$ cat src/rtl/hsr_pkg.sv
// Package for the hue-space to RGB pixel converter.
// Shared constants, operation codes and the structs that travel between pipeline stages.
// No dependencies.
package hsr_pkg;

  localparam logic [16:0] ONE_Q16 = 17'h10000;
  localparam int DIV_STEPS = 18;

  typedef enum logic [1:0] {
    OP_HSV = 2'd0,
    OP_HSL = 2'd1,
    OP_HSI = 2'd2
  } op_t;

  typedef struct packed {
    logic        is_hsi;
    logic [2:0]  sext;
    logic [16:0] z;
    logic [16:0] c_pre;
    logic [16:0] m;
    logic [7:0]  pixel;
  } side_t;

  typedef struct packed {
    logic [16:0] rem;
    logic [17:0] d;
    logic [17:0] w;
  } div_t;

  typedef struct packed {
    logic [7:0] pixel_out;
    logic [7:0] green;
    logic [7:0] red;
    logic [7:0] blue;
  } pix_t;

endpackage

$ cat src/rtl/hsr_front.sv
// Front end: byte to Q16 scaling, hue sextant split, products and chroma/offset select.
// Three register stages. Depends on hsr_pkg.
module hsr_front #(
  parameter int PIXEL_COUNT = 256
) (
  input  logic          clk,
  input  logic          rst_n,
  input  logic          en,
  input  logic          in_valid,
  input  logic [1:0]    op,
  input  logic [7:0]    pixel,
  input  logic [15:0]   hue,
  input  logic [7:0]    sat,
  input  logic [7:0]    level,
  output logic          c_valid,
  output hsr_pkg::side_t c_side,
  output hsr_pkg::div_t  c_div
);

  logic [7:0] pix_mod_tab [256];

  for (genvar gi = 0; gi < 256; gi++) begin : g_pix_mod
    assign pix_mod_tab[gi] = 8'(gi % PIXEL_COUNT);
  end

  // stage A
  logic [16:0] s_q_nxt, l_q_nxt, sinv_nxt, span_nxt, z_nxt;
  logic [17:0] two, l_dev;
  logic [18:0] hs;

  always_comb begin
    s_q_nxt  = 17'({sat, sat}) + 17'(sat != 8'd0);
    l_q_nxt  = 17'({level, level}) + 17'(level != 8'd0);
    sinv_nxt = hsr_pkg::ONE_Q16 - s_q_nxt;
    two      = {l_q_nxt, 1'b0};
    l_dev    = (two >= 18'(hsr_pkg::ONE_Q16)) ? two - 18'(hsr_pkg::ONE_Q16)
                                              : 18'(hsr_pkg::ONE_Q16) - two;
    span_nxt = hsr_pkg::ONE_Q16 - l_dev[16:0];
    hs       = 19'(hue) * 19'd6;
    z_nxt    = hs[16] ? hsr_pkg::ONE_Q16 - 17'(hs[15:0]) : 17'(hs[15:0]);
  end

  logic             a_v_r;
  hsr_pkg::op_t     a_op_r;
  logic [7:0]       a_pix_r;
  logic [16:0]      a_s_r, a_l_r, a_sinv_r, a_span_r, a_z_r;
  logic [2:0]       a_sext_r;

  always_ff @(posedge clk) begin
    if (!rst_n) begin
      a_v_r <= 1'b0;
    end else if (en) begin
      a_v_r <= in_valid;
    end
  end

  always_ff @(posedge clk) begin
    if (en) begin
      a_op_r   <= hsr_pkg::op_t'(op);
      a_pix_r  <= pix_mod_tab[pixel];
      a_s_r    <= s_q_nxt;
      a_l_r    <= l_q_nxt;
      a_sinv_r <= sinv_nxt;
      a_span_r <= span_nxt;
      a_z_r    <= z_nxt;
      a_sext_r <= hs[18:16];
    end
  end

  // stage B: products
  logic             b_v_r;
  hsr_pkg::op_t     b_op_r;
  logic [7:0]       b_pix_r;
  logic [16:0]      b_l_r, b_z_r;
  logic [2:0]       b_sext_r;
  logic [32:0]      b_ls_r, b_hsl_r, b_m_r;

  always_ff @(posedge clk) begin
    if (!rst_n) begin
      b_v_r <= 1'b0;
    end else if (en) begin
      b_v_r <= a_v_r;
    end
  end

  always_ff @(posedge clk) begin
    if (en) begin
      b_op_r   <= a_op_r;
      b_pix_r  <= a_pix_r;
      b_l_r    <= a_l_r;
      b_z_r    <= a_z_r;
      b_sext_r <= a_sext_r;
      b_ls_r   <= 33'(a_l_r) * 33'(a_s_r);
      b_hsl_r  <= 33'(a_span_r) * 33'(a_s_r);
      b_m_r    <= 33'(a_l_r) * 33'(a_sinv_r);
    end
  end

  // stage C: chroma, offset, divider setup
  logic [16:0]    c_hsv, m_hsv, c_hsl, m_hsl, m_hsi;
  logic [33:0]    num;
  hsr_pkg::side_t side_nxt;
  hsr_pkg::div_t  div_nxt;

  always_comb begin
    c_hsv = b_ls_r[32:16];
    m_hsv = b_l_r - c_hsv;
    c_hsl = b_hsl_r[32:16];
    m_hsl = b_l_r - {1'b0, c_hsl[16:1]};
    m_hsi = b_m_r[32:16];
    num   = {1'b0, b_ls_r} + {b_ls_r, 1'b0};

    side_nxt.sext  = b_sext_r;
    side_nxt.z     = b_z_r;
    side_nxt.pixel = b_pix_r;
    case (b_op_r)
      hsr_pkg::OP_HSL: begin
        side_nxt.is_hsi = 1'b0;
        side_nxt.c_pre  = c_hsl;
        side_nxt.m      = m_hsl;
      end
      hsr_pkg::OP_HSI: begin
        side_nxt.is_hsi = 1'b1;
        side_nxt.c_pre  = c_hsv;
        side_nxt.m      = m_hsi;
      end
      default: begin
        side_nxt.is_hsi = 1'b0;
        side_nxt.c_pre  = c_hsv;
        side_nxt.m      = m_hsv;
      end
    endcase

    div_nxt.rem = 17'(num[33:18]);
    div_nxt.d   = 18'(hsr_pkg::ONE_Q16) + 18'(b_z_r);
    div_nxt.w   = num[17:0];
  end

  logic           c_v_r;
  hsr_pkg::side_t c_side_r;
  hsr_pkg::div_t  c_div_r;

  always_ff @(posedge clk) begin
    if (!rst_n) begin
      c_v_r <= 1'b0;
    end else if (en) begin
      c_v_r <= b_v_r;
    end
  end

  always_ff @(posedge clk) begin
    if (en) begin
      c_side_r <= side_nxt;
      c_div_r  <= div_nxt;
    end
  end

  assign c_valid = c_v_r;
  assign c_side  = c_side_r;
  assign c_div   = c_div_r;

endmodule

$ cat config.mk
export PLATFORM = sky130hd
export DESIGN_NAME = hsr_front
export DESIGN_NICKNAME = d
export VERILOG_FILES = /design/src/rtl/hsr_pkg.sv /design/src/rtl/hsr_front.sv
export SDC_FILE = /design/constraint.sdc
export NUM_CORES = 2
export LEC_CHECK = 0
export BUFFER_PORTS_ARGS = -buffer_cell sky130_fd_sc_hd__buf_2
export CORE_ASPECT_RATIO = 1.75
export CORE_MARGIN = 1.5
export CORE_UTILIZATION = 50
export CTS_CLUSTER_SIZE = 40
export DETAILED_ROUTE_END_ITERATION = 7
export PLACE_DENSITY = 0.73
export SLEW_MARGIN = 20
export SYNTH_ARGS = -nofsm -noshare
export SYNTH_HDL_FRONTEND = slang
export SYNTH_SLANG_ARGS = --single-unit
$ cat constraint.sdc
create_clock -name clk -period 13.85 [get_ports clk]
set_clock_uncertainty 0.05 [all_clocks]
set_input_delay 0.6925 -clock clk [delete_from_list [all_inputs] [get_ports clk]]
set_output_delay 0.6925 -clock clk [all_outputs]
set_load 0.01 [all_outputs]
## Yosys cells after proc, flatten, opt, wreduce, memory -nomap -nowiden

Memories as Yosys holds them, arrays and structs flattened. A register that Yosys moved wholly into a read port is not among the register bits.
Cells that the tools add are included.

- Output and inout port bits: 117
- Bits in read-only memories: 2048
- Memories: 1
- Latch bits: 0
- Flip-flop bits (word level): 354
- Memory bits (writable): 0
- Word-level logic and storage cells: 54
- Bits of input ports: 46

- $lt $le $gt $ge: 1
- Eq/ne operators: 2
- Bitwise logic cells: 1
- Div/mod/pow operators: 0
- Reduce and logical (&&, ||, !) cells: 2
- Shift operators: 0
- Mux-type cells: 4
- $add $sub $neg: 11
- Multiply operators: 4

Memories:

| memory | words | bits a word | rd ports | clocked after memory_dff | write ports | line | RTL |
|---|---|---|---|---|---|---|---|
| (no name shown) | 256 | 8 | 1 | 1 | 0 | hsr_front.sv:60 | `a_pix_r <= pix_mod_tab[pixel];` |

Operators with widths:

| kind | number |
|---|---|
| multiplier 17 x 17 -> 33 bit | 3 |
| case mux 34 bit (2 select lines) | 1 |
| subtractor 17 bit (first input constant) | 3 |
| adder 16 x 1 -> 17 bit | 2 |
| adder 33 x 34 -> 34 bit | 1 |
| adder 17 x 17 -> 18 bit (first input constant) | 1 |
| >= comparator 18 x 17 -> 1 bit (second input constant) | 1 |
| multiplier 16 x 2 -> 18 bit (second input constant) | 1 |
| 2-to-1 mux 17 bit | 1 |
| subtractor 17 x 16 -> 17 bit | 1 |
| subtractor 17 x 16 -> 17 bit (first input constant) | 1 |
| subtractor 17 bit | 1 |
| subtractor 17 bit (second input constant) | 1 |
| 2-to-1 mux 16 bit | 1 |
| nonzero test 8 bit | 2 |
| NOT 8 -> 9 bit | 1 |
| equality test 2 x 1 -> 1 bit (second input constant) | 1 |
| equality test 2 bit (second input constant) | 1 |
| 2-to-1 mux 1 bit | 1 |

## Logic depth before layout (Yosys ltp)

- Depth after elaboration: 5
- Gate-level depth with buffers: 24
- Mapped depth without buffers: 23

## Least setup slack after synthesis

OpenSTA, ideal clock, no wires.

- Path type: reg-to-reg
- From: register a_span_r[15]
- To: register b_hsl_r[32] (data pin)
- Required time: 13.540 ns
- Period minus slack after synthesis: 6.328 ns
- Cell stages (with the launch flop): 23
- Data arrival time: 6.019 ns
- Library setup time: 0.260 ns
- Path buffers: 1
- Setup slack: 7.522 ns
- Cell sequence: edfxtp_1 clkbuf_1 and2_1 fa_1 inv_1 fa_1 inv_1 fa_1 inv_1 fa_1 fa_1 fa_1 inv_1 ha_1 a21o_1 a21o_1 a22o_1 a211oi_1 o31ai_1 a211oi_1 a21oi_1 a21oi_1 xnor2_1

- Longest elaborated chain between the ends: 1

RTL lines:

| element | line | RTL |
|---|---|---|
| start, declared | hsr_front.sv:46 | `logic [16:0] a_s_r, a_l_r, a_sinv_r, a_span_r, a_z_r;` |
| start signal, assigned | hsr_front.sv:64 | `a_span_r <= span_nxt;` |
| multiplier 17 x 17 -> 33 bit | hsr_front.sv:94 | `b_hsl_r <= 33'(a_span_r) * 33'(a_s_r);` |
| end signal, assigned | hsr_front.sv:94 |  |
| end, declared | hsr_front.sv:76 | `logic [32:0] b_ls_r, b_hsl_r, b_m_r;` |

Every way passes these cells.
A chain may end at the register's enable or synchronous reset.

## Final worst setup path

- From: register a_s_r[8]
- To: register b_hsl_r[32] (data pin)

- Longest elaborated chain between the ends: 1

RTL lines:

| element | line | RTL |
|---|---|---|
| start, declared | hsr_front.sv:46 |  |
| start signal, assigned | hsr_front.sv:61 | `a_s_r <= s_q_nxt;` |
| multiplier 17 x 17 -> 33 bit | hsr_front.sv:94 |  |

Every way passes these cells.

==> flow_metrics.env <==
export IMPL_cts_root_buf="clkbuf_16"
export IMPL_htreeDepth=2
export IMPL_grt_pass1_wl_mm=171
export IMPL_synth_cells=4148
export IMPL_grt_max_degree=106
export IMPL_slowest_delay_ns=0.84
export IMPL_worst_pin_slew_ns=1.03
export IMPL_fmax_mhz=138
export IMPL_cts_setup_buffers=0
export IMPL_grt_usage_pct=26.7
export IMPL_cp_max_fo=19
export IMPL_ioPinCount=163
export IMPL_synth_area_top_cells="fa_1 (32%), edfxtp_1 (22%), ha_1 (12%), inv_1 (7.6%), and2_1 (5.9%)"
export IMPL_route_detailed_drc=0
export IMPL_rr_worst_depth=23
export IMPL_synth_avg_cell_area_um2=9.95
export IMPL_r2r_end="b_hsl_r[32]"
export IMPL_vias=29500
export IMPL_ys_flop_type="edfxtp_1"
export IMPL_drv_cap=0
export IMPL_path_buf_inv=6
export IMPL_cts_tree="yes"
export IMPL_firstDrtPassIters=6
export IMPL_worstPathRequired_ns=14.12
export IMPL_die_area_mm2=0.0844
export IMPL_cts_sinks=307
export IMPL_setup_viol=0
export IMPL_ys_async_sr_fraction_pct=0
export IMPL_wirelength_mm=108
export IMPL_end_kind="register"
export IMPL_slew_viol_final=0
export IMPL_hpwl_mm=82.4
export IMPL_critPathSlowestCell="edfxtp_1"
export IMPL_clk_transition_reported_paths_ns=0.06
export IMPL_status="finished, final reports clean"
export IMPL_core_mm2=0.0819
export IMPL_cts_hold_buffers=0
export IMPL_ys_types=86
export IMPL_crit_type="reg2reg"
export IMPL_path_common_cell="fa_1"
export IMPL_finalCriticalPeriod_ns=7.27
export IMPL_hold_depth=1
export IMPL_relSlewSlack_pct=30.8
export IMPL_holdPathEnd="a_pix_r[3]"
export IMPL_period_share_pct=52.5
export IMPL_cts_buffers_inserted=34
export IMPL_synth_top_area_cell="fa_1"
export IMPL_ys_ff_latch=307
export IMPL_fillerInstances=7203
export IMPL_totalNegativeSetupSlack_ns=0
export IMPL_synth_top_cell_area_share_pct=31.7
export IMPL_grt_pass1_vias=32300
export IMPL_path_delay_family="adder cells"
export IMPL_cts_resized=0
export IMPL_areaGrowthSynthToFinish_pct=6.79
export IMPL_r2r_start="a_s_r[8]"
export IMPL_arrival_ns=7.54
export IMPL_cts_buffer_depth=3
export IMPL_place_congestion=0.929
export IMPL_antenna_found_initial=5
export IMPL_ant_nets=0
export IMPL_min_path_type="in2reg"
export IMPL_critPathLaunchType="register"
export IMPL_clk_latency_ns=0.60
export IMPL_drt_first_iter_violations=1782
export IMPL_portBuffers=159
export IMPL_wl_per_cell_um=20.5
export IMPL_nNetsFinal=5289
export IMPL_hold_violations=0
export IMPL_ys_warn_count=0
export IMPL_ys_seq_area_share_pct=22.3
export IMPL_rsz0062_at_grt="no"
export IMPL_worstPathCellList="buf_4 > nand2_1 > fa_1 > inv_1 > fa_1 > inv_1 > fa_1 > inv_1 > fa_1 > inv_1 > fa_1 > fa_1 > inv_1 > ha_1 > a21o_1 > a21o_1 > a22o_1 > a211oi_1 > o31ai_1 > a211oi_1 > a21oi_1 > a21oi_1 > xnor2_1"
export IMPL_via_per_inst=5.57
export IMPL_overflow=0
export IMPL_die_h_um=383
export IMPL_die_w_um=220
export IMPL_worstHoldStart="pixel[3]"
export IMPL_netlist_area_mm2=0.0413
export IMPL_start_util_pct=50.4
export IMPL_drive_above_1_share_pct=6.64
export IMPL_synth_edf_count=304
export IMPL_rrSetupSlack_ns=6.58
export IMPL_rows=139
## cells in the final DEF, fill, tap and decap left out, types with 34 or more instances in the layout
| cell type | count |
|---|---|
| inv_1 | 838 |
| fa_1 | 653 |
| nand2_1 | 537 |
| and2_1 | 388 |
| ha_1 | 384 |
| edfxtp_1 | 304 |
| buf_2 | 158 |
| xnor2_1 | 126 |
| nor2_1 | 94 |
| a21oi_1 | 92 |
| o21ai_0 | 75 |
| xor2_1 | 56 |
| a21o_1 | 49 |
| nand3_1 | 46 |
| buf_4 | 41 |
| nor3_1 | 36 |
| clkbuf_16 | 34 |
## routing by layer
layer / GRT usage, % / up-vias / share of wire, %
met2: 48.9 / 1106 / 53
li1: - / 13000 / -
met5: 0 / - / 0.012
met4: 21.7 / 2 / 9.4
met3: 3.63 / 428 / 5.3
met1: 26.5 / 14900 / 32
## metrics by stage
step	cell area, um2	setup slack [ns]	hold slack (ns)	utilization (%)	cells
floorplan	41300	7.52	0.350	-	4150
global placement	43000	6.74	0.353	52.4	5227
detailed placement	43000	6.66	0.355	52.4	5227
CTS	44100	6.62	0.197	53.8	5289
global route	44100	6.15	0.216	53.8	5289
finish	44100	6.58	0.224	53.8	5291
## sequential cells by signal, indices dropped and copies added (netlist names), 17 cells and up
| register | cells |
|---|---|
| c_side | 61 |
| b_hsl_r | 17 |
| c_div | 36 |
| a_l_r | 17 |
| a_s_r | 17 |
| b_m_r | 17 |
| b_l_r | 17 |
| b_ls_r | 33 |
## Yosys cell counts (21+ instances only)
| library cell | n |
|---|---|
| nor3_1 | 36 |
| fa_1 | 653 |
| xor2_1 | 56 |
| nand3_1 | 46 |
| nand2_1 | 537 |
| clkbuf_1 | 153 |
| buf_4 | 21 |
| ha_1 | 384 |
| a21oi_1 | 92 |
| and2_1 | 388 |
| xnor2_1 | 126 |
| o21ai_0 | 76 |
| inv_1 | 838 |
| a21o_1 | 49 |
| nor2_1 | 94 |
| edfxtp_1 | 304 |
## cells by family after synthesis
group                    synth area share (%)
XOR/XNOR                                 3.90
other                                 0.00908
multiplexers                            0.488
buffers and inverters                    9.46
flip-flops                               22.3
AND/OR/NAND/NOR                          14.6
adder cells (fa/ha/maj)                  43.3
AO/OA/AOI/OAI                            6.00
## how the worst max path moves through the flow
stage	startpoint	depth (start not counted)	to
after floorplan	a_span_r[15]	22	b_hsl_r[32]
after global placement	a_s_r[8]	23	b_hsl_r[32]
after detailed placement	a_s_r[8]	23	b_hsl_r[32]
after CTS	a_s_r[8]	23	b_hsl_r[32]
after global routing	a_s_r[8]	23	b_hsl_r[32]
final	a_s_r[8]	23	b_hsl_r[32]
## worst reg2reg max path: stages (launching register included)
cell	delay, ns
edfxtp_1	0.84
buf_4	0.35
nand2_1	0.11
fa_1	0.57
inv_1	0.05
fa_1	0.50
inv_1	0.05
fa_1	0.53
inv_1	0.05
fa_1	0.35
inv_1	0.08
fa_1	0.44
fa_1	0.50
inv_1	0.04
ha_1	0.33
a21o_1	0.20
a21o_1	0.19
a22o_1	0.25
a211oi_1	0.43
o31ai_1	0.19
a211oi_1	0.45
a21oi_1	0.18
a21oi_1	0.21
xnor2_1	0.08
## layout make-up
type / instances / area (um2) / area share (%)
Sequential cell: 307 / 9190 / 20.8
Tap cell: 1057 / 1320 / 3.00
Clock inverter: 23 / 244 / 0.553
Multi-Input combinational cell: 2825 / 28200 / 64.0
Clock buffer: 39 / 870 / 1.97
Antenna cell: 2 / 5.00 / 0.0114
Inverter: 838 / 3150 / 7.14
Timing Repair Buffer: 200 / 1110 / 2.53
Power is left out: the tool's default activity adds up to more than one toggle a clock period on the data nets, which glitch-free logic cannot reach.
