[src/rtl/hsr_pkg.sv]
// Package for the hue-space to RGB pixel converter.
// Shared constants, operation codes and the structs that travel between pipeline stages.
// No dependencies.
package hsr_pkg;

  localparam logic [16:0] ONE_Q16 = 17'h10000;
  localparam int DIV_STEPS = 18;

  typedef enum logic [1:0] {
    OP_HSV = 2'd0,
    OP_HSL = 2'd1,
    OP_HSI = 2'd2
  } op_t;

  typedef struct packed {
    logic        is_hsi;
    logic [2:0]  sext;
    logic [16:0] z;
    logic [16:0] c_pre;
    logic [16:0] m;
    logic [7:0]  pixel;
  } side_t;

  typedef struct packed {
    logic [16:0] rem;
    logic [17:0] d;
    logic [17:0] w;
  } div_t;

  typedef struct packed {
    logic [7:0] pixel_out;
    logic [7:0] green;
    logic [7:0] red;
    logic [7:0] blue;
  } pix_t;

endpackage

[src/rtl/hsr_back.sv]
// Back end: secondary component multiply, sextant routing and byte conversion.
// One register stage, then combinational result item. Depends on hsr_pkg.
module hsr_back (
  input  logic           clk,
  input  logic           rst_n,
  input  logic           en,
  input  logic           in_valid,
  input  hsr_pkg::side_t in_side,
  input  hsr_pkg::div_t  in_div,
  output logic           item_valid,
  output hsr_pkg::pix_t  item
);

  function automatic logic [7:0] to_byte(input logic [18:0] comp);
    logic [26:0] t;
    begin
      t = {comp, 8'd0} - 27'(comp);
      return (t[26:24] != 3'd0) ? 8'hFF : t[23:16];
    end
  endfunction

  logic [17:0] c_sel;
  logic [34:0] prod;

  always_comb begin
    c_sel = in_side.is_hsi ? in_div.w : 18'(in_side.c_pre);
    prod  = 35'(c_sel) * 35'(in_side.z);
  end

  logic        d_v_r;
  logic [17:0] d_c_r, d_x_r;
  logic [16:0] d_m_r;
  logic [2:0]  d_sext_r;
  logic [7:0]  d_pix_r;

  always_ff @(posedge clk) begin
    if (!rst_n) begin
      d_v_r <= 1'b0;
    end else if (en) begin
      d_v_r <= in_valid;
    end
  end

  always_ff @(posedge clk) begin
    if (en) begin
      d_c_r    <= c_sel;
      d_x_r    <= prod[33:16];
      d_m_r    <= in_side.m;
      d_sext_r <= in_side.sext;
      d_pix_r  <= in_side.pixel;
    end
  end

  logic [18:0] cm, xm, mm, r, g, b;

  always_comb begin
    cm = 19'(d_c_r) + 19'(d_m_r);
    xm = 19'(d_x_r) + 19'(d_m_r);
    mm = 19'(d_m_r);
    case (d_sext_r)
      3'd0: begin
        r = cm; g = xm; b = mm;
      end
      3'd1: begin
        r = xm; g = cm; b = mm;
      end
      3'd2: begin
        r = mm; g = cm; b = xm;
      end
      3'd3: begin
        r = mm; g = xm; b = cm;
      end
      3'd4: begin
        r = xm; g = mm; b = cm;
      end
      default: begin
        r = cm; g = mm; b = xm;
      end
    endcase
    item.pixel_out = d_pix_r;
    item.green     = to_byte(g);
    item.red       = to_byte(r);
    item.blue      = to_byte(b);
  end

  assign item_valid = d_v_r;

endmodule

[config.mk]
export PLATFORM = sky130hd
export DESIGN_NAME = hsr_back
export DESIGN_NICKNAME = d
export VERILOG_FILES = /design/src/rtl/hsr_pkg.sv /design/src/rtl/hsr_back.sv
export SDC_FILE = /design/constraint.sdc
export NUM_CORES = 1
export LEC_CHECK = 0
export ABC_AREA = 1
export BUFFER_PORTS_ARGS = -buffer_cell sky130_fd_sc_hd__buf_2
export CAP_MARGIN = 20
export CORE_MARGIN = 8
export CORE_UTILIZATION = 52
export DETAILED_ROUTE_END_ITERATION = 12
export PLACE_DENSITY = 0.71
export SKIP_CTS_REPAIR_TIMING = 1
export SYNTH_ARGS = -nofsm -noshare
export SYNTH_HDL_FRONTEND = slang
export SYNTH_SLANG_ARGS = --single-unit
[constraint.sdc]
create_clock -name clk -period 9.8 [get_ports clk]
set_input_delay 1.96 -clock clk [delete_from_list [all_inputs] [get_ports clk]]
set_output_delay 1.96 -clock clk [all_outputs]
set_load 0.02 [all_outputs]
## Yosys cells after proc, flatten, opt, wreduce, memory -nomap -nowiden

Cells that the tools add are included.

- Register bits after elaboration: 65
- Bits in read-only memories: 0
- Logic and storage cells: 33
- Memory bits (writable): 0
- Memories kept: 0
- Input port bits: 120
- Output and inout bits: 33
- Latch bits: 0

- $mul: 1
- Reduce and logical (&&, ||, !) cells: 10
- Add/subtract/negate cells: 5
- Muxes and demuxes: 7
- Shifts and indexed selects: 0
- Equality and inequality tests: 4
- Order comparisons: 0
- Bitwise gates (word level): 0
- Divide/modulo/power cells: 0

Operators with widths:

| operator | number |
|---|---|
| one-hot mux 19 bit (2 select lines) | 3 |
| subtractor 27 x 19 -> 27 bit | 3 |
| adder 18 x 17 -> 19 bit | 2 |
| multiplier 18 x 17 -> 34 bit | 1 |
| two-way mux 8 bit | 3 |
| two-way mux 18 bit | 1 |
| OR reduction 2 bit | 6 |
| nonzero test 3 bit | 3 |
| equality test 3 x 2 -> 1 bit, second input constant | 2 |
| equality test 3 x 1 -> 1 bit, second input constant | 1 |
| equality test 3 bit, second input constant | 1 |
| zero test 3 bit | 1 |

## Longest topological paths before layout

Gate-level depths: netlist (run 1).

- Depth after elaboration: 6
- Depth in mapped cells: 32
- Mapped depth without buffers: 30

## Worst setup path after synthesis (run 1)

No wires, ideal clock.

- Path type: input-to-reg
- Start point: input in_side[62] (netlist name)
- End point: register d_x_r[17] (data pin)
- Data arrival time: 7.301 ns
- Path buffers: 2
- Stages: 23
- Setup time: 0.276 ns
- Path slack: 2.224 ns
- Data required time: 9.524 ns
- Path through: inv_1 clkbuf_1 or2_2 nand2_1 inv_1 clkbuf_1 nand2_1 fa_1 inv_1 fa_1 fa_1 fa_1 fa_1 inv_1 fa_1 inv_1 ha_1 nand2_1 o21a_1 o21ai_0 a21oi_1 o311ai_0 xor2_1

- Word-level cells in the longest chain between the ends: 2

Ends and longest elaborated chain:

| item | line | RTL |
|---|---|---|
| start: declaration | hsr_back.sv:8 | `input hsr_pkg::side_t in_side,` |
| two-way mux 18 bit | hsr_back.sv:26 | `c_sel = in_side.is_hsi ? in_div.w : 18'(in_side.c_pre);` |
| net c_sel[9] | hsr_back.sv:22 | `logic [17:0] c_sel;` |
| multiplier 18 x 17 -> 34 bit | hsr_back.sv:27 | `prod = 35'(c_sel) * 35'(in_side.z);` |
| net prod[33] | hsr_back.sv:23 | `logic [34:0] prod;` |
| end signal: assignment | hsr_back.sv:47 | `d_x_r <= prod[33:16];` |
| end: declaration | hsr_back.sv:31 | `logic [17:0] d_c_r, d_x_r;` |

The timed path passes the listed nets, and every way through them passes these cells.
A chain may end at the register's enable or synchronous reset.

## Worst setup path in the final report (run 1)

- Start point: input in_side[62] (netlist name)
- End point: register d_x_r[10] (data pin)

- Word-level cells in the longest chain between the ends: 2

Ends and longest elaborated chain:

| item | line |
|---|---|
| two-way mux 18 bit | hsr_back.sv:26 |
| multiplier 18 x 17 -> 34 bit | hsr_back.sv:27 |
| net prod[26] | hsr_back.sv:23 |

The timed path passes the listed nets, and every way through them passes these cells.

==> results by group, run 1 <==
Synthesis
  • Synth Cell Area: 17700 um^2
  • Synth unique cells: 61
  • Ys flop type: edfxtp_1
  • Sequential fraction of the synthesis area: 11.0%
  • Yosys reg bits: 65
  • Ys async rst share: 0%
  • Yosys warns: 0
  • Gate Count Post-Synth: 2446
  • EDFF count, synth: 64
  • Synth top area share: 27.0%
  • Synthesized netlist net count: 2974
  • Synth top area cells: fa_1 (27%), nand2_1 (13%), ha_1 (12%), edfxtp_1 (11%), inv_1 (10%)
  • Synth Area per Inst: 7.22 um^2
  • Yosys top cell by area: fa_1

Timing
  • Final Cycle Share: 87.0%
  • Slew Viols, Final: 0
  • Worst Tran Pin Value: 0.872 ns
  • Final setup viols: 0
  • Skew final: 0 ns
  • Relative slew slack: 41.9%
  • Final Critical Period: 8.53 ns
  • WHS: 0.553 ns
  • Fmax: 117 MHz
  • Setup tns final: 0 ns
  • RSZ-0062 raised after global routing: false
  • Final Hold Viols: 0

Worst setup path
  • Slowest CP cell: fa_1
  • Slowest stage delay, CP: 0.57 ns
  • WP data required: 9.89 ns
  • Crit path DAT: 8.62 ns
  • Crit end category: register
  • Buffers & Inverters on Critical Path: 8
  • Critical Path Fanout Max: 19
  • Crit Path Class: input port to register
  • CP delay by family, top: adder cells
  • Most Frequent Cell on Critical Path: inv_1
  • Setup slack, reg-to-reg: 9.13 ns
  • CP startpoint kind: input port

GRT
  • Vias in the first global route: 17100
  • Largest net degree at the start of global routing: 67
  • Initial antenna violation count: 0
  • GRT Overall Usage: 27.5%
  • Total grt overflow: 0
  • First-pass GRT wire length: 89100 um

Routing
  • DRC: 0
  • Final WL: 55000 um
  • DRT Pass-1 Iters: 6
  • DR iter-0 viols: 1235
  • Vias/cell: 5.50
  • Drt wl/cell: 18.4 um
  • Antenna violation net count after detailed routing: 0
  • Via count: 16400

Place
  • Port Buffers: 117
  • DP HPWL: 46300 um
  • Routability cong.: 1.05
  • Placed cell count: 2975
  • Placed Area: 18600 um^2

Final layout
  • Post-Layout Cell Count: 2991
  • Multi-input gate area: 13600 um^2
  • Antenna diodes: 0
  • FF/Latch Area: 1940 um^2
  • Commonest non-fill, non-tap cell in the layout: nand2_1
  • Share of cells above drive strength 1: 9.56%
  • Leading cell types in the layout, fill and taps excluded: nand2_1 (594), inv_1 (485), nor2_1 (255)
  • Area grow syn2layout: 7.12%
  • Fill count: 3208
  • Layout Nets: 3066
  • Final Cell Area: 18900 um^2

Min path
  • Worst Hold Class: register to register

Clock network
  • CTS Root Buffer Type: clkbuf_16
  • Clock sink total: 65
  • Max Buffers Root-to-Sink: 2
  • Clk_lat worst skew: 0.34 ns
  • H-tree depth: 3
  • Clock transition at the registers of the reported paths: 0.06 ns
  • CTS tree: built
  • CTS Buf Count: 9

Run
  • Total of max-cap violations: 0

Floorplan
  • Die H: 200 um
  • Die Span X: 200 um
  • Die Area: 40100 um^2
  • Row Count: 67
  • Initial core utilization: 52.8%
  • Num ports: 153
  • Core area: 33400 um^2

Run status
  • Status: completed
==> state kept, by name, summed over array words and instances, names as in the netlist <==
signal	count
d_m_r	17
d_pix_r	8
d_sext_r	3
item_valid	1
d_x_r	18
d_c_r	18
==> cells by family (layout without fill, tap and decap cells) <==
group                      count (synthesis)  count (layout)  synth area share, %
buffers and inverters                    550             647                 12.2
DFF                                       65              65                 11.0
and+or+nand+nor                         1162            1162                 28.5
adders and majority gates                408             408                 39.0
AOI/OAI and AO/OA                        217             217                 7.10
xor gates and xnor gates                  44              44                 2.18
==> layout make-up <==
class / instances / area share, %
multi-input cells: 1831 / 71.7
inverters: 499 / 9.91
clock buffers: 10 / 1.21
flip-flops and latches: 65 / 10.3
well taps: 448 / 2.96
repair buffers: 132 / 3.69
clock inverters: 6 / 0.232
==> routing by layer <==
metal  share of wire (%)  GRT usage (%)
met1                  40           32.5
met2                  48           48.0
met3                 6.9           3.79
met5                   0              0
met4                 5.5           14.2
==> cells in the mapped netlist (all sizes together), types with 3 or more instances <==
library cell,number
or2,38
nand3b,10
nor2,268
o21ai,59
nor4,5
o21a,6
clkbuf,35
nand3,181
xor2,20
o211ai,6
ha,170
a21oi,112
nand4,18
fa,238
xnor2,24
a22oi,3
o21bai,5
a21boi,3
nor3,22
inv,490
edfxtp,64
a21o,9
buf,16
nand2,614
clkinv,9
==> per-stage QoR <==
step                      setup WS, ns  utilization [%]
after global placement            1.08             55.7
after CTS                         1.34             56.5
final                             1.27             56.5
after floorplan                   2.22                -
after global routing             0.812             56.5
after detailed placement         0.993             55.7
==> worst reg2reg max path, delay by kind of cell (launching register included) <==
kind / cells / cell delay (ns)
AOI/OAI and AO/OA: 2 / 0.23
DFF: 1 / 0.31
==> final timing paths <==
| check | from | end | cells after the start |
|---|---|---|---|
| hold / removal | item_valid | item_valid | 2 |
| setup / recovery | in_side[62] | d_x_r[10] | 26 |
| setup reg to reg | item_valid | item_valid | 2 |
| hold reg to reg | item_valid | item_valid | 2 |
Power of run 1 is left out: the tool's default activity adds up to more than one toggle a clock period on the data nets, which glitch-free logic cannot reach.
==> run 2, diff against run 1 <==
Settings changed: CELL_PAD_IN_SITES_DETAIL_PLACEMENT set to 1, CELL_PAD_IN_SITES_GLOBAL_PLACEMENT set to 1, CORE_UTILIZATION 52 to 30, PLACE_DENSITY 0.71 to not set, PLACE_DENSITY_LB_ADDON set to 0.1.
==> run 2 against run 1 <==
Sequential share of layout area fell by 0.27 points. Critical path depth decreased by 1. Non-clock buffer count grew 10. Clock skew unchanged. Routed wire length grew 21%. Highest routed layer unchanged.
==> results by group, run 2 (synthesis gave the netlist of run 1 again) <==
Run status
  • Status: completed (unchanged)

Floorplan
  • Die Area: 66900 um^2 (was 40100 um^2)
  • Die H: 259 um (was 200 um)
  • Die Span X: 259 um (was 200 um)
  • Initial core utilization: 30.1% (was 52.8%)
  • Row Count: 89 (was 67)
  • Core area: 58600 um^2 (was 33400 um^2)
  • Num ports: 153 (unchanged)

Final layout
  • Share of cells above drive strength 1: 9.95% (was 9.56%)
  • Multi-input gate area: 13600 um^2 (unchanged)
  • FF/Latch Area: 1940 um^2 (unchanged)
  • Final Util: 33.2% (was 56.5%)
  • Commonest non-fill, non-tap cell in the layout: nand2_1 (unchanged)
  • Layout Nets: 3076 (was 3066)
  • Antenna diodes: 0 (unchanged)
  • Biggest regs: d_c_r (18), d_x_r (18), d_m_r (17) (unchanged)
  • Leading cell types in the layout, fill and taps excluded: nand2_1 (594), inv_1 (485), nor2_1 (255) (unchanged)
  • Area grow syn2layout: 10.1% (was 7.12%)
  • Post-Layout Cell Count: 3326 (was 2991)
  • Fill count: 7431 (was 3208)

Routing
  • DRC: 0 (unchanged)
  • Final WL: 66700 um (was 55000 um)
  • Vias/cell: 4.88 (was 5.50)
  • Antenna violation net count after detailed routing: 0 (unchanged)
  • Drt wl/cell: 20.1 um (was 18.4 um)
  • Via count: 16200 (was 16400)
  • DRT Pass-1 Iters: 5 (was 6)
  • DR iter-0 viols: 650 (was 1235)

Timing
  • Slew Viols, Final: 0 (unchanged)
  • Final Hold Viols: 0 (unchanged)
  • Setup tns final: 0 ns (unchanged)
  • Final Critical Period: 8.70 ns (was 8.53 ns)
  • Fmax: 115 MHz (was 117 MHz)
  • RSZ-0062 raised after global routing: false (unchanged)
  • Relative slew slack: 47.2% (was 41.9%)
  • Skew final: 0 ns (unchanged)
  • WHS: 0.555 ns (was 0.553 ns)
  • Final Cycle Share: 88.7% (was 87.0%)
  • Final setup viols: 0 (unchanged)
  • Worst Tran Pin Value: 0.791 ns (was 0.872 ns)

GRT
  • First-pass GRT wire length: 104000 um (was 89100 um)
  • Initial antenna violation count: 2 (was 0)
  • Vias in the first global route: 18000 (was 17100)
  • Total grt overflow: 0 (unchanged)
  • Largest net degree at the start of global routing: 59 (was 67)
  • GRT Overall Usage: 20.0% (was 27.5%)

Place
  • Routability cong.: 0.868 (was 1.05)
  • Port Buffers: 117 (unchanged)
  • Placed cell count: 3310 (was 2975)
  • DP HPWL: 57200 um (was 46300 um)

Clock network
  • Clk_lat worst skew: 0.36 ns (was 0.34 ns)
  • CTS Root Buffer Type: clkbuf_16 (unchanged)
  • Clock sink total: 65 (unchanged)
  • CTS Buf Count: 9 (unchanged)
  • Max Buffers Root-to-Sink: 2 (unchanged)
  • H-tree depth: 3 (unchanged)
  • CTS tree: built (unchanged)
  • Clock transition at the registers of the reported paths: 0.06 ns (about the same)

Min path
  • Worst Hold Class: register to register (unchanged)

Worst setup path
  • CP startpoint kind: input port (unchanged)
  • Crit path DAT: 8.80 ns (was 8.62 ns)
  • Critical Path Fanout Max: 19 (unchanged)
  • WP data required: 9.90 ns (was 9.89 ns)
  • Crit end category: register (unchanged)
  • Crit Path Class: input port to register (unchanged)

Run
  • Total of max-cap violations: 0 (unchanged)
[run 2: cell count changes in the layout (fill, tap and decap cells not counted), sizes merged]
cell | previous run | this run
buf | 132 | 142
bufinv | 0 | 1
clkinv | 13 | 12
clkinvlp | 1 | 2
inv | 491 | 490
[run 2: stage by stage]
step | cell area, um^2 | setup slack (ns)
floorplan | 17700 | 2.22
global placement | 19100 | 0.741
detailed placement | 19100 | 0.625
CTS | 19400 | 1.02
global route | 19400 | 0.699
finish | 19400 | 1.10
[run 2: layer usage]
layer | share of wire [%] | vias up | GRT usage (%)
met5 | 0 | - | 0
met4 | 3.7 | 0 | 7.09
met3 | 2.6 | 97 | 1.53
met2 | 51 | 285 | 37.2
met1 | 42 | 8065 | 23.9
li1 | - | 7788 | -
[run 2: final timing paths]
| path | start | to | slack [ns] | cells past startpoint |
|---|---|---|---|---|
| max | in_side[62] | d_x_r[17] | 1.10 | 25 |
| min | item_valid | item_valid | 0.55 | 2 |
| max reg2reg | item_valid | item_valid | 9.14 | 2 |
| min reg2reg | item_valid | item_valid | 0.55 | 2 |
[run 2: final cells by class]
| cell class | count | share of cell area [%] |
|---|---|---|
| well taps | 773 | 4.98 |
| flip-flops and latches | 65 | 10.0 |
| repair buffers | 142 | 3.99 |
| clock inverters | 6 | 0.348 |
| multi-input cells | 1831 | 69.8 |
| clock buffers | 10 | 1.23 |
| inverters | 499 | 9.65 |
[run 2: critical path: stages]
cell and delay (ns):
buf_2 0.18, inv_1 0.35, or2_2 0.18, nand2_1 0.22, inv_1 0.62, nand2_1 0.15
fa_1 0.51, fa_1 0.59, fa_1 0.49, fa_1 0.56, inv_1 0.05, fa_1 0.47
inv_1 0.05, fa_1 0.47, inv_1 0.04, ha_1 0.31, a21oi_1 0.13, o21ai_0 0.09
a21oi_1 0.12, nand2_1 0.11, nand2_1 0.08, nand2_1 0.12, a21oi_1 0.51, o311ai_0 0.22
xor2_1 0.18
Power of run 2 is left out for the same reason.
